## src/hw/rtl/twims_pkg.sv

```systemverilog
// ----------------------------------------------------------------------------
// twims_pkg
// Shared types and codes for the two-wire master-transmit / slave-receive
// sequencer: transaction payloads, commands, bus status codes and actions.
// ----------------------------------------------------------------------------
`default_nettype none

package twims_pkg;

    localparam int BUF_DEPTH = 32;
    localparam int CNT_W     = $clog2(BUF_DEPTH + 1);
    localparam int IDX_W     = $clog2(BUF_DEPTH);

    localparam logic [CNT_W-1:0] DEPTH_CNT = CNT_W'(BUF_DEPTH);

    // host commands
    localparam logic [1:0] CMD_STATUS   = 2'd0;
    localparam logic [1:0] CMD_PUSH     = 2'd1;
    localparam logic [1:0] CMD_START    = 2'd2;
    localparam logic [1:0] CMD_RX_CLEAR = 2'd3;

    // bus status codes (status byte >> 3)
    localparam logic [4:0] SC_START      = 5'd1;
    localparam logic [4:0] SC_RSTART     = 5'd2;
    localparam logic [4:0] SC_ADDR_ACK   = 5'd3;
    localparam logic [4:0] SC_ADDR_NACK  = 5'd4;
    localparam logic [4:0] SC_DATA_ACK   = 5'd5;
    localparam logic [4:0] SC_DATA_NACK  = 5'd6;
    localparam logic [4:0] SC_ARB_LOST   = 5'd7;
    localparam logic [4:0] SC_OWN_ADDR   = 5'd12;
    localparam logic [4:0] SC_GEN_CALL   = 5'd14;
    localparam logic [4:0] SC_RX_ACKED   = 5'd16;
    localparam logic [4:0] SC_RX_NACKED  = 5'd17;
    localparam logic [4:0] SC_SLAVE_STOP = 5'd20;

    // actions
    localparam logic [2:0] ACT_NONE     = 3'd0;
    localparam logic [2:0] ACT_ACK      = 3'd1;
    localparam logic [2:0] ACT_NACK     = 3'd2;
    localparam logic [2:0] ACT_START    = 3'd3;
    localparam logic [2:0] ACT_STOP     = 3'd4;
    localparam logic [2:0] ACT_STOP_ACK = 3'd5;

    // bus state as reported
    localparam logic [1:0] BS_IDLE  = 2'd0;
    localparam logic [1:0] BS_BUSY  = 2'd1;
    localparam logic [1:0] BS_ERROR = 2'd2;

    // configuration register indexes
    localparam logic REG_PEER_ADDR   = 1'b0;
    localparam logic REG_RETRY_LIMIT = 1'b1;

    typedef struct packed {
        logic [1:0] cmd;
        logic [4:0] status_code;
        logic [7:0] rx_byte;
        logic [7:0] tx_byte;
    } t_in_item;

    typedef struct packed {
        logic [2:0] action;
        logic       drive_valid;
        logic [7:0] drive_byte;
        logic [1:0] bus_state;
        logic       rx_valid;
        logic [4:0] rx_index;
        logic [7:0] rx_data;
        logic       frame_done;
        logic [5:0] frame_length;
    } t_out_item;

endpackage

`default_nettype wire

```

## src/hw/rtl/twims_fsm.sv

```systemverilog
// ----------------------------------------------------------------------------
// twims_fsm
// Sequencer state, transmit buffer and the per-transaction decision logic.
// Result is combinational from the registered transaction; state advances
// when i_step is high.
// ----------------------------------------------------------------------------
`default_nettype none

module twims_fsm (
    input  wire                        i_clk,
    input  wire                        i_rst_n,
    input  wire                        i_step,
    input  wire twims_pkg::t_in_item   i_item,
    input  wire                        i_cfg_we,
    input  wire                        i_cfg_idx,
    input  wire [7:0]                  i_cfg_data,
    output twims_pkg::t_out_item       o_result
);

    typedef enum logic [1:0] {
        LINK_IDLE  = 2'd0,
        LINK_BUSY  = 2'd1,
        LINK_ERROR = 2'd2
    } t_link;

    logic [7:0]                  r_peer_addr;
    logic [7:0]                  r_retry_limit;
    logic [7:0]                  r_tx_store [twims_pkg::BUF_DEPTH];
    logic [7:0]                  r_tx_rd;
    logic [twims_pkg::CNT_W-1:0] r_tx_fill, n_tx_fill;
    logic [twims_pkg::CNT_W-1:0] r_tx_next, n_tx_next;
    logic [twims_pkg::CNT_W-1:0] r_tx_left, n_tx_left;
    logic [7:0]                  r_retry_count, n_retry_count;
    t_link                       r_link, n_link;
    logic [twims_pkg::CNT_W-1:0] r_rx_count, n_rx_count;

    logic                        store_we;
    twims_pkg::t_out_item        res;

    always_comb begin
        n_tx_fill     = r_tx_fill;
        n_tx_next     = r_tx_next;
        n_tx_left     = r_tx_left;
        n_retry_count = r_retry_count;
        n_link        = r_link;
        n_rx_count    = r_rx_count;
        store_we      = 1'b0;
        res           = '0;

        case (i_item.cmd)
            twims_pkg::CMD_STATUS: begin
                case (i_item.status_code)
                    twims_pkg::SC_START, twims_pkg::SC_RSTART: begin
                        res.drive_valid = 1'b1;
                        res.drive_byte  = r_peer_addr;
                        res.action      = twims_pkg::ACT_ACK;
                    end
                    twims_pkg::SC_ADDR_ACK, twims_pkg::SC_DATA_ACK,
                    twims_pkg::SC_DATA_NACK: begin
                        if (r_tx_left != '0 && r_tx_next < twims_pkg::DEPTH_CNT) begin
                            res.drive_valid = 1'b1;
                            res.drive_byte  = r_tx_rd;
                            res.action      = twims_pkg::ACT_ACK;
                            n_tx_next       = r_tx_next + 1'b1;
                            n_tx_left       = r_tx_left - 1'b1;
                        end else begin
                            // nothing left, including a zero-length send
                            n_tx_left  = '0;
                            n_link     = LINK_IDLE;
                            res.action = twims_pkg::ACT_STOP;
                        end
                    end
                    twims_pkg::SC_ADDR_NACK: begin
                        if (r_retry_count > r_retry_limit) begin
                            n_link     = LINK_ERROR;
                            res.action = twims_pkg::ACT_STOP;
                        end else begin
                            res.action = twims_pkg::ACT_START;
                        end
                        if (r_retry_count != 8'hff) begin
                            n_retry_count = r_retry_count + 8'd1;
                        end
                    end
                    twims_pkg::SC_ARB_LOST: begin
                        res.action = twims_pkg::ACT_START;
                    end
                    twims_pkg::SC_OWN_ADDR, twims_pkg::SC_GEN_CALL: begin
                        n_link     = LINK_BUSY;
                        res.action = twims_pkg::ACT_ACK;
                    end
                    twims_pkg::SC_RX_ACKED: begin
                        if (r_rx_count < twims_pkg::DEPTH_CNT) begin
                            res.rx_valid = 1'b1;
                            res.rx_index = r_rx_count[4:0];
                            res.rx_data  = i_item.rx_byte;
                            n_rx_count   = r_rx_count + 1'b1;
                            // nack the byte that fills the buffer
                            res.action   = (n_rx_count == twims_pkg::DEPTH_CNT) ?
                                           twims_pkg::ACT_NACK : twims_pkg::ACT_ACK;
                        end else begin
                            res.action = twims_pkg::ACT_NACK;
                        end
                    end
                    twims_pkg::SC_RX_NACKED: begin
                        res.action       = twims_pkg::ACT_STOP_ACK;
                        res.frame_done   = 1'b1;
                        res.frame_length = 6'(r_rx_count);
                    end
                    twims_pkg::SC_SLAVE_STOP: begin
                        n_link           = LINK_IDLE;
                        res.action       = twims_pkg::ACT_NACK;
                        res.frame_done   = 1'b1;
                        res.frame_length = 6'(r_rx_count);
                    end
                    default: begin
                        res.action = twims_pkg::ACT_ACK;
                    end
                endcase
            end
            twims_pkg::CMD_PUSH: begin
                if (r_tx_fill < twims_pkg::DEPTH_CNT) begin
                    store_we  = 1'b1;
                    n_tx_fill = r_tx_fill + 1'b1;
                end
                res.action = twims_pkg::ACT_NONE;
            end
            twims_pkg::CMD_START: begin
                if (r_link != LINK_BUSY) begin
                    n_tx_left     = r_tx_fill;
                    n_tx_next     = '0;
                    n_tx_fill     = '0;
                    n_retry_count = '0;
                    n_link        = LINK_BUSY;
                    res.action    = twims_pkg::ACT_START;
                end
            end
            default: begin
                n_rx_count = '0;
                res.action = twims_pkg::ACT_ACK;
            end
        endcase

        res.bus_state = n_link;
    end

    assign o_result = res;

    always_ff @(posedge i_clk) begin
        if (!i_rst_n) begin
            r_peer_addr   <= 8'd0;
            r_retry_limit <= 8'd5;
            r_tx_fill     <= '0;
            r_tx_next     <= '0;
            r_tx_left     <= '0;
            r_retry_count <= '0;
            r_link        <= LINK_IDLE;
            r_rx_count    <= '0;
        end else begin
            if (i_cfg_we) begin
                case (i_cfg_idx)
                    twims_pkg::REG_PEER_ADDR:   r_peer_addr   <= i_cfg_data;
                    twims_pkg::REG_RETRY_LIMIT: r_retry_limit <= i_cfg_data;
                    default: ;
                endcase
            end
            if (i_step) begin
                r_tx_fill     <= n_tx_fill;
                r_tx_next     <= n_tx_next;
                r_tx_left     <= n_tx_left;
                r_retry_count <= n_retry_count;
                r_link        <= n_link;
                r_rx_count    <= n_rx_count;
            end
        end
    end

    // transmit buffer, no reset
    // the byte at the next send position is fetched ahead, a push to that slot is forwarded
    always_ff @(posedge i_clk) begin
        if (i_step && store_we) begin
            r_tx_store[r_tx_fill[twims_pkg::IDX_W-1:0]] <= i_item.tx_byte;
        end
        if (i_step) begin
            if (store_we &&
                r_tx_fill[twims_pkg::IDX_W-1:0] == n_tx_next[twims_pkg::IDX_W-1:0]) begin
                r_tx_rd <= i_item.tx_byte;
            end else begin
                r_tx_rd <= r_tx_store[n_tx_next[twims_pkg::IDX_W-1:0]];
            end
        end
    end

endmodule

`default_nettype wire

```

## src/hw/rtl/twi_master_tx_slave_rx_sequencer.sv

```systemverilog
// an input is taken into the input register, its result into the result register
// one transaction per cycle unless the output stalls; each is a single decision
// in twims_fsm between the input register and the result register
// a stalled output holds the result and back-pressures through one input register
// reset (synchronous, active low) clears both valid flags, all counters, the bus
// state and the configuration registers to their defaults; the transmit buffer is not cleared
// ----------------------------------------------------------------------------
// twi_master_tx_slave_rx_sequencer
// Two-wire bus sequencer for master transmit and slave receive, driven by
// bus status events and host commands, one result per transaction.
// ----------------------------------------------------------------------------
`default_nettype none

module twi_master_tx_slave_rx_sequencer (
    input  wire                        i_clk,
    input  wire                        i_rst_n,
    input  wire                        i_in_valid,
    output logic                       o_in_ready,
    input  wire twims_pkg::t_in_item   i_in,
    output logic                       o_out_valid,
    input  wire                        i_out_ready,
    output twims_pkg::t_out_item       o_out,
    input  wire                        i_cfg_we,
    input  wire                        i_cfg_idx,
    input  wire [7:0]                  i_cfg_data
);

    logic                 r_in_vld;
    twims_pkg::t_in_item  r_in;
    logic                 r_out_vld;
    twims_pkg::t_out_item r_out;
    logic                 step;
    twims_pkg::t_out_item result;

    assign step       = r_in_vld && (!r_out_vld || i_out_ready);
    assign o_in_ready = !r_in_vld || step;

    twims_fsm u_fsm (
        .i_clk      (i_clk),
        .i_rst_n    (i_rst_n),
        .i_step     (step),
        .i_item     (r_in),
        .i_cfg_we   (i_cfg_we),
        .i_cfg_idx  (i_cfg_idx),
        .i_cfg_data (i_cfg_data),
        .o_result   (result)
    );

    always_ff @(posedge i_clk) begin
        if (!i_rst_n) begin
            r_in_vld  <= 1'b0;
            r_out_vld <= 1'b0;
        end else begin
            if (o_in_ready) begin
                r_in_vld <= i_in_valid;
            end
            if (step) begin
                r_out_vld <= 1'b1;
            end else if (i_out_ready) begin
                r_out_vld <= 1'b0;
            end
        end
    end

    always_ff @(posedge i_clk) begin
        if (o_in_ready && i_in_valid) begin
            r_in <= i_in;
        end
        if (step) begin
            r_out <= result;
        end
    end

    assign o_out_valid = r_out_vld;
    assign o_out       = r_out;

endmodule

`default_nettype wire

```

## config.mk

```make
export PLATFORM = sky130hd
export DESIGN_NAME = twi_master_tx_slave_rx_sequencer
export DESIGN_NICKNAME = d
export VERILOG_FILES = /design/src/hw/rtl/twims_pkg.sv /design/src/hw/rtl/twims_fsm.sv /design/src/hw/rtl/twi_master_tx_slave_rx_sequencer.sv
export SDC_FILE = /design/constraint.sdc
export NUM_CORES = 1
export LEC_CHECK = 0
export BUFFER_PORTS_ARGS = -buffer_cell sky130_fd_sc_hd__buf_2
export CORE_ASPECT_RATIO = 1.1
export CORE_MARGIN = 2
export CORE_UTILIZATION = 40
export DETAILED_ROUTE_END_ITERATION = 10
export PLACE_DENSITY = 0.67
export SYNTH_ARGS = -nofsm -noshare
export SYNTH_HDL_FRONTEND = slang
export SYNTH_SLANG_ARGS = --single-unit
```

## constraint.sdc

```tcl
create_clock -name i_clk -period 3.72 [get_ports i_clk]
set_clock_uncertainty 0.15 [all_clocks]
set_input_delay 0.744 -clock i_clk [delete_from_list [all_inputs] [get_ports i_clk]]
set_output_delay 0.744 -clock i_clk [all_outputs]
set_load 0.005 [all_outputs]
```

==> impl_metrics.env <==
export IMPL_wl_um=37700
export IMPL_crit_slowest_cell="or4b_4"
export IMPL_cpPeakStageDelay_ns=0.49
export IMPL_num_rows=76
export IMPL_die_y_um=213
export IMPL_viasPerCell=5.49
export IMPL_grt_pass1_wl_um=57100
export IMPL_cts_hold_buffers=0
export IMPL_combPwrFrac_pct=6.7
export IMPL_holdCritPathClass="in -> reg"
export IMPL_clkTransAtPathRegs_ns=0.06
export IMPL_peakVddDrop_mv=0.445
export IMPL_synth_area_leaders="edfxtp_1, mux2i_1, dfxtp_1, nor2_1, nand2_1"
export IMPL_final_cell_area_um2=18800
export IMPL_final_common_cell="edfxtp_1"
export IMPL_worst_endpoint_required_ns=3.85
export IMPL_start_kind="register"
export IMPL_fin_crit_sh_pct=97.6
export IMPL_drc_errors=0
export IMPL_rsz0062_at_grt="yes"
export IMPL_start_util_pct=40.5
export IMPL_cp_max_fo=18
export IMPL_critical_path_class="reg -> reg"
export IMPL_post_route_util_pct=48.0
export IMPL_r2r_cells=13
export IMPL_tightest_slew_ns=1.13
export IMPL_gp_congestion=0.872
export IMPL_ioPinCount=74
export IMPL_endpoint_kind="register"
export IMPL_cp_cell_sequence="inv_1 > ha_1 > or4b_4 > o21ba_1 > a31o_1 > o21ai_4 > buf_4 > buf_12 > mux2i_1 > a22oi_1 > and3_1 > o32ai_2 > a21oi_1"
export IMPL_cts_root_buf="clkbuf_16"
export IMPL_first_iter_violations=904
export IMPL_yosys_area_top_type_share_pct=61.1
export IMPL_power_density_nw_per_um2=487
export IMPL_synth_ff_type="edfxtp_1"
export IMPL_period_minus_slack_ns=3.63
export IMPL_grt_max_degree=56
export IMPL_cts_buffers=39
export IMPL_antenna_left=0
export IMPL_p_sw_share_pct=22.4
export IMPL_finalNetCount=1352
export IMPL_async_reset_ff_share_pct=0
export IMPL_syn_num_nets=1199
export IMPL_synth_seq_cells=374
export IMPL_syn2layout_area_growth_pct=18.6
export IMPL_p_int_w=0.00709
export IMPL_outcome="completed"
export IMPL_postSynthCellCount=1142
export IMPL_p_leak_nw=6.91
export IMPL_place_area_um2=17200
export IMPL_synth_edf_count=322
export IMPL_design_core_area_um2=39100
export IMPL_final_cell_mix="edfxtp_1, nor2_1, mux2i_1, buf_4, buf_2"
export IMPL_drive_gt1_share_pct=21.2
export IMPL_grt_usage_pct=18.0
export IMPL_clk_insertion_delay_late_ns=0.55
export IMPL_synth_area_leader_cell="edfxtp_1"
export IMPL_detailed_place_hpwl_um=24700
export IMPL_yosysUniqueCellTypes=77
export IMPL_synth_warnings=0
export IMPL_p_switching_w=0.00205
export IMPL_cts_tree="done"
export IMPL_hold_violations=0
export IMPL_cts_htree_levels=2
export IMPL_dieArea_um2=41100
export IMPL_clock_sinks=374
export IMPL_p_clk_share_pct=42.2
export IMPL_relSlewSlack_pct=24.5
export IMPL_whs_ns=0.215
export IMPL_pwr_share_seq_pct=51.2
export IMPL_ys_seq_area_share_pct=67.7
export IMPL_drv_cap=0
export IMPL_n_antenna_cell=0
export IMPL_antenna_found_initial=0
export IMPL_slew_viol_final=0
export IMPL_min_path_cells=1
export IMPL_netlist_area_um2=15800
export IMPL_grt_overflow=0
export IMPL_grt_pass1_vias=9785
export IMPL_avgSynthCellArea_um2=13.8
export IMPL_finalSetupViolCount=0
export IMPL_cts_max_path_buffers=3
export IMPL_vias=10056
export IMPL_die_w_um=194
export IMPL_wire_per_inst_um=20.6
export IMPL_fmax_ghz=0.275
export IMPL_io_buffers=73
export IMPL_dr_pass1_iters=5
export IMPL_arrival_ns=3.76
worst max-delay path: cells and delay by family, from the launching register on:
family                   cells  cell delay (ns)
AO/OA/AOI/OAI                6             1.18
AND/OR/NAND/NOR              2             0.70
multiplexers                 1             0.41
buffers and inverters        3             0.38
flip-flops                   1             0.34
adder cells (fa/ha/maj)      1             0.18
metrics by stage:
stage	setup TNS [ns]	std cells	worst slack [ns]	power (W)
2_1_floorplan	0	1142	0.570	0.00511
3_3_place_gp	-0.0253	1752	-0.0253	0.00533
3_5_place_dp	0	1752	0.0290	0.00533
4_1_cts	0	1823	0.00588	0.00917
5_1_grt	-0.0444	1832	-0.0381	0.00942
6_report	0	1832	0.0884	0.00914
cells by family after synthesis:
group | count (synthesis) | synth area share, %
compound gates | 205 | 9.30
xor+xnor | 20 | 1.11
fa+ha+maj | 20 | 1.58
buf+inv | 82 | 2.80
flops | 374 | 67.7
mux | 124 | 7.96
simple gates | 317 | 9.52
layout make-up:
cell class | instances | area (um^2)
clock buffers | 43 | 991
clock inverters | 28 | 272
fillers | 3309 | 20300
inverters | 22 | 82.6
multi-input cells | 686 | 4770
flip-flops and latches | 374 | 10700
well taps | 507 | 634
repair buffers | 172 | 1290
routing by layer:
layer  track usage [%]  up-vias  wire length, um
met5                 0        -                0
met4              6.76        0             1080
met3              3.44       80             2560
met2              30.7      394            18700
met1              22.8     4914            15400
li1                  -     4668                -
power by group through the flow:
| stage | clock network, W | logic (W) | registers (W) |
|---|---|---|---|
| floorplan | 0 | 0.000355 | 0.00475 |
| global placement | 0 | 0.000566 | 0.00476 |
| detailed placement | 0 | 0.000569 | 0.00476 |
| CTS | 0.00393 | 0.000576 | 0.00467 |
| global route | 0.00408 | 0.000658 | 0.00468 |
| finish | 0.00385 | 0.000611 | 0.00467 |
path summary, 6_finish.rpt:
check                          from                endpoint  slack [ns]
min reg2reg  u_fsm.r_retry_limit[5]  u_fsm.r_retry_limit[5]        0.31
max              u_fsm.r_tx_left[0]        u_fsm.r_tx_rd[2]        0.09
min                         i_in[1]                 r_in[1]        0.21
max reg2reg      u_fsm.r_tx_left[0]        u_fsm.r_tx_rd[2]        0.09
state kept, by name, summed over array words and instances, names as in the netlist:
register,count
u_fsm.r_tx_store,256
o_out,35
r_in,23
u_fsm.r_peer_addr,8
u_fsm.r_retry_count,8
u_fsm.r_retry_limit,8
u_fsm.r_tx_rd,8
u_fsm.r_rx_count,6
u_fsm.r_tx_fill,6
u_fsm.r_tx_left,6
u_fsm.r_tx_next,6
u_fsm.r_link,2
o_out_valid,1
r_in_vld,1
repair_timing:
action,CTS,global route
pin swaps,0,5
endpoints found under the setup margin,3,8
setup buffers,0,6
gates resized for setup,3,21
cloned,0,3
cells in the mapped netlist (10+ instances only):
cell / count
a22oi_1: 33
a22o_1: 16
mux2i_1: 110
buf_2: 14
nor4_1: 10
xnor2_1: 12
nor3_1: 13
inv_1: 21
edfxtp_1: 322
a21oi_1: 32
nor2_1: 124
nand3_1: 24
nand2_1: 69
and3_1: 10
and2_1: 22
dfxtp_1: 52
mux2_2: 13
ha_1: 20
clkbuf_1: 27
o21ai_0: 33
a2111oi_0: 14
Power figures use the tool's default switching activity.
